### config.mk
export PLATFORM = sky130hd
export DESIGN_NAME = aes_cbc_ram
export DESIGN_NICKNAME = d
export VERILOG_FILES = /design/src/aes_cbc_ram.sv
export SDC_FILE = /design/constraint.sdc
export NUM_CORES = 2
export LEC_CHECK = 0
export BUFFER_PORTS_ARGS = -buffer_cell sky130_fd_sc_hd__buf_2
export CAP_MARGIN = 30
export CORE_ASPECT_RATIO = 0.6
export CORE_MARGIN = 1
export CORE_UTILIZATION = 43
export CTS_CLUSTER_SIZE = 10
export DETAILED_ROUTE_END_ITERATION = 16
export PLACE_DENSITY = 0.64
export SYNTH_ARGS = -nofsm -noshare
export SYNTH_HDL_FRONTEND = slang
export SYNTH_SLANG_ARGS = --single-unit
### constraint.sdc
create_clock -name clk -period 18.8 [get_ports clk]
set_input_delay 0.94 -clock clk [delete_from_list [all_inputs] [get_ports clk]]
set_output_delay 0.94 -clock clk [all_outputs]
set_load 0.005 [all_outputs]
### src/aes_cbc_ram.sv
`default_nettype none
module aes_cbc_ram #(
  parameter int Width = 128,
  parameter int Depth = 15
) (
  input  wire logic                     clk,
  input  wire logic                     wr_en,
  input  wire logic [$clog2(Depth)-1:0] wr_addr,
  input  wire logic [Width-1:0]         wr_data,
  input  wire logic [$clog2(Depth)-1:0] rd_addr,
  output logic      [Width-1:0]         rd_data
);

  logic [Width-1:0] mem [Depth];

  always_ff @(posedge clk) begin
    if (wr_en) begin
      mem[wr_addr] <= wr_data;
    end
    rd_data <= mem[rd_addr];
  end

endmodule
`default_nettype wire

* Word level (Yosys, flattened, before mapping)
Memories as Yosys holds them, arrays and structs flattened. A register that Yosys moved wholly into a read port is not among the register bits. Index checks and enable logic that the tools add are counted.
Operators by class: muxes and demuxes 2
Operators with widths (count):
- 2-to-1 mux 1 bit | 2
Storage, ports and cells: flip-flop bits (word level) 0, RAM bits 1920, input port bits 138, output and inout port bits 128, logic and storage cells 3, memories 1
Memory list:
- mem | depth 15, bits a word 128, read ports 1, clocked after memory_dff 1, write ports 1, line 14 | logic [Width-1:0] mem [Depth];

* Longest topological paths before layout
depth after elaboration 2, depth in mapped cells 8, gate-level depth less buffers 4

* Worst setup path before layout
Ideal clock, no wire load.
path kind input -> register, start point input port wr_addr[2], end point memory mem[0][0] (enable), setup time 774 ps, arrival time 10093 ps, required time 18026 ps, setup slack 7933 ps, stages on the path 2, path buffers 0, cell sequence or3b_2 nor3_1
RTL lines:
- from (decl) | line 8 | input wire logic [$clog2(Depth)-1:0] wr_addr,
- to (decl) | line 14
No word-level cell before the write port.

==> impl_metrics.py <==
metrics = {
    "hold_path": {
        "min_path_type": "primary input to flop",
    },
    "critical_path": {
        "cp-start-kind": "primary input",
        "path_class": "primary input to flop",
        "critPathMaxFanout": 110,
        "crit_path_end_kind": "flop",
        "crit_arrival_ns": 5.99,
        "required_ns": 19.47,
    },
    "power_and_ir_drop": {
        "vdd_drop_max_mv": 0.07354,
        "power.density_nw_per_um2": 110.6,
        "total_power_mw": 9.527,
        "p_leak_nw": 28.24,
    },
    "grt": {
        "grt_pass1_wl_mm": 264.9,
        "grt_usage_pct": 20.72,
        "grt_pass1_vias": 37090,
        "grt_max_degree": 118,
        "grt_overflow_total": 0,
        "antenna_found_initial": 42,
    },
    "clock_network": {
        "holdBufCountCts": 0,
        "cts_tree": "yes",
        "path_clk_slew_ns": 0.06,
        "numCtsBuffers": 223,
        "ctsRootBufferMaster": "clkbuf_16",
        "clockBufferDepth": 3,
        "htreeDepth": 4,
        "clock_latency_ns": 0.83,
        "post_cts_resized": 0,
        "post_cts_buffers": 0,
        "clkSinkCount": 2048,
    },
    "place": {
        "postPlaceCellArea_um2": 79650,
        "place_inst": 6157,
        "portBuffers": 265,
        "dp_slack_ns": 12.57,
        "hpwlAfterDp_mm": 89.91,
        "place_congestion": 0.7088,
    },
    "timing": {
        "setup_ws_ns": 13.49,
        "skew_ns": 0.02476,
        "fmax_mhz": 188.2,
        "rsz0062_at_grt": "false",
        "drv_slew": 0,
        "period_share_pct": 28.27,
        "tns_ns": 0,
        "worstMarginPinSlew_ns": 1.080,
        "hold_slack_ns": 0.4761,
        "min_period_ns": 5.314,
        "setup_viol": 0,
        "finalHoldViolations": 0,
        "max_slew_margin_pct": 27.98,
    },
    "route": {
        "routed_wl_mm": 184.6,
        "drt-initial-drc-count": 4004,
        "ant_nets": 0,
        "drc": 0,
        "wl_per_cell_um": 28.12,
        "vias": 37000,
        "firstDrtPassIters": 5,
        "vias_per_cell": 5.635,
    },
    "cells_and_area": {
        "multi_input_area_um2": 14370,
        "utilization_pct": 49.61,
        "fillCellCount": 13970,
        "nets": 4181,
        "area_growth_pct": 13.84,
        "stdcell_area_um2": 86130,
        "drive_gt1_share_pct": 20.84,
        "instances_no_fill": 6566,
        "seqCellArea_um2": 60220,
    },
    "logic_synthesis": {
        "synth_fp_nets": 3820,
        "synth-warning-count": 0,
        "yosys_register_bits": 2048,
        "ys_types": 31,
        "syn_inst": 3682,
        "syn_area_per_cell_um2": 20.55,
        "ys_seq_area_share_pct": 79.59,
        "synth_area_um2": 75660,
    },
    "die": {
        "die_w_um": 543.5,
        "core_um2": 173600,
        "initial_core_util_pct": 43.58,
        "die_area_um2": 177700,
        "rows": 118,
        "die_h_um": 326.9,
        "io_pins": 266,
    },
    "job": {
        "drv_cap": 0,
    },
    "status": {
        "status": "complete, no violations",
    },
}
worst max-delay path, cell delays in order:
cell     delay [ns]
buf_8          0.68
buf_12         0.66
buf_4          0.77
buf_4          0.84
buf_4          0.84
mux4_2         0.59
a22oi_1        0.20
o21ai_1        0.09
logic make-up (layout without fill, tap and decap cells):
kind of cell | count (synthesis) | in the layout | share of synthesized area, %
multiplexers | 628 | 628 | 12.74
buffers and inverters | 210 | 745 | 1.599
AO/OA/AOI/OAI | 500 | 500 | 4.154
flip-flops | 2048 | 2048 | 79.59
AND/OR/NAND/NOR | 296 | 296 | 1.915
other | 0 | 9 | 0
state kept, by name, summed over array words and instances, names as in the netlist:
register / cells
rd_data: 128
mem: 1920
where the power goes:
group	switching [mW]	total [mW]	internal, mW
registers	0.0418	5.15	5.11
clock network	1.68	3.92	2.23
logic	0.293	0.464	0.171
total	2.02	9.53	7.51
layout by cell type, fill, tap and decap left out, types with 9 or more instances in the layout:
cell type  count
edfxtp_1    1920
mux2i_1      360
mux4_2       268
buf_2        262
clkbuf_16    226
clkbuf_1     159
nand2_1      130
a22oi_1      128
dfxtp_1      128
nand2b_1     120
o22ai_1      116
a31oi_1      116
o21ai_1      103
buf_4         64
nor2_1        16
nor2_4        13
o21ai_0       13
a21oi_1       12
o211ai_1      12
buf_12        10
diode_2        9
routing by layer:
metal | wire [µm] | up-vias | track usage (%) | share of wire (%)
li1 | - | 15840 | - | -
met1 | 78910 | 19450 | 29.55 | 43
met2 | 87620 | 1388 | 32.53 | 47
met3 | 14120 | 300 | 4.279 | 7.6
met4 | 3797 | 26 | 5.595 | 2.1
met5 | 163 | - | 0 | 0.088
worst paths after layout:
check	start	to	slack [ns]	cells past startpoint
setup reg to reg	mem[7][38]	rd_data[38]	17.21	3
hold / removal	wr_data[105]	mem[10][105]	0.48	1
setup / recovery	rd_addr[0]	rd_data[62]	13.49	8
hold reg to reg	mem[14][2]	rd_data[2]	0.61	3
final cells by class:
cell class / count / area share (%)
diodes: 9 / 0.02615
well taps: 2340 / 3.399
multi-input cells: 1424 / 16.68
inverters: 3 / 0.02179
flip-flops and latches: 2048 / 69.91
repair buffers: 343 / 2.493
clock buffers: 386 / 7.275
clock inverters: 13 / 0.1918
synth_stat cells, drive strengths merged:
library cell  instances  area [µm²]
clkinv                1       3.750
edfxtp             1920       57660
and2b                 1       7.510
a22oi               128       960.9
nor2b                 1       6.260
inv                   2       7.500
or3b                  1       8.760
nand3b                2       15.01
nand2b              122       763.2
nor2                 32       122.6
mux4                268        6036
dfxtp               128        2562
nor3                  4       20.02
a31oi               116       725.7
o21ai               116       580.6
clkbuf               69       259.0
o211ai               12       90.09
o22ai               116       725.7
nand2               130       488.0
nand3                 1       5.000
or2                   2       12.52
buf                 138       939.7
a21oi                12       60.06
mux2i               360        3603
No activity file was read; power rests on OpenSTA's default activity.
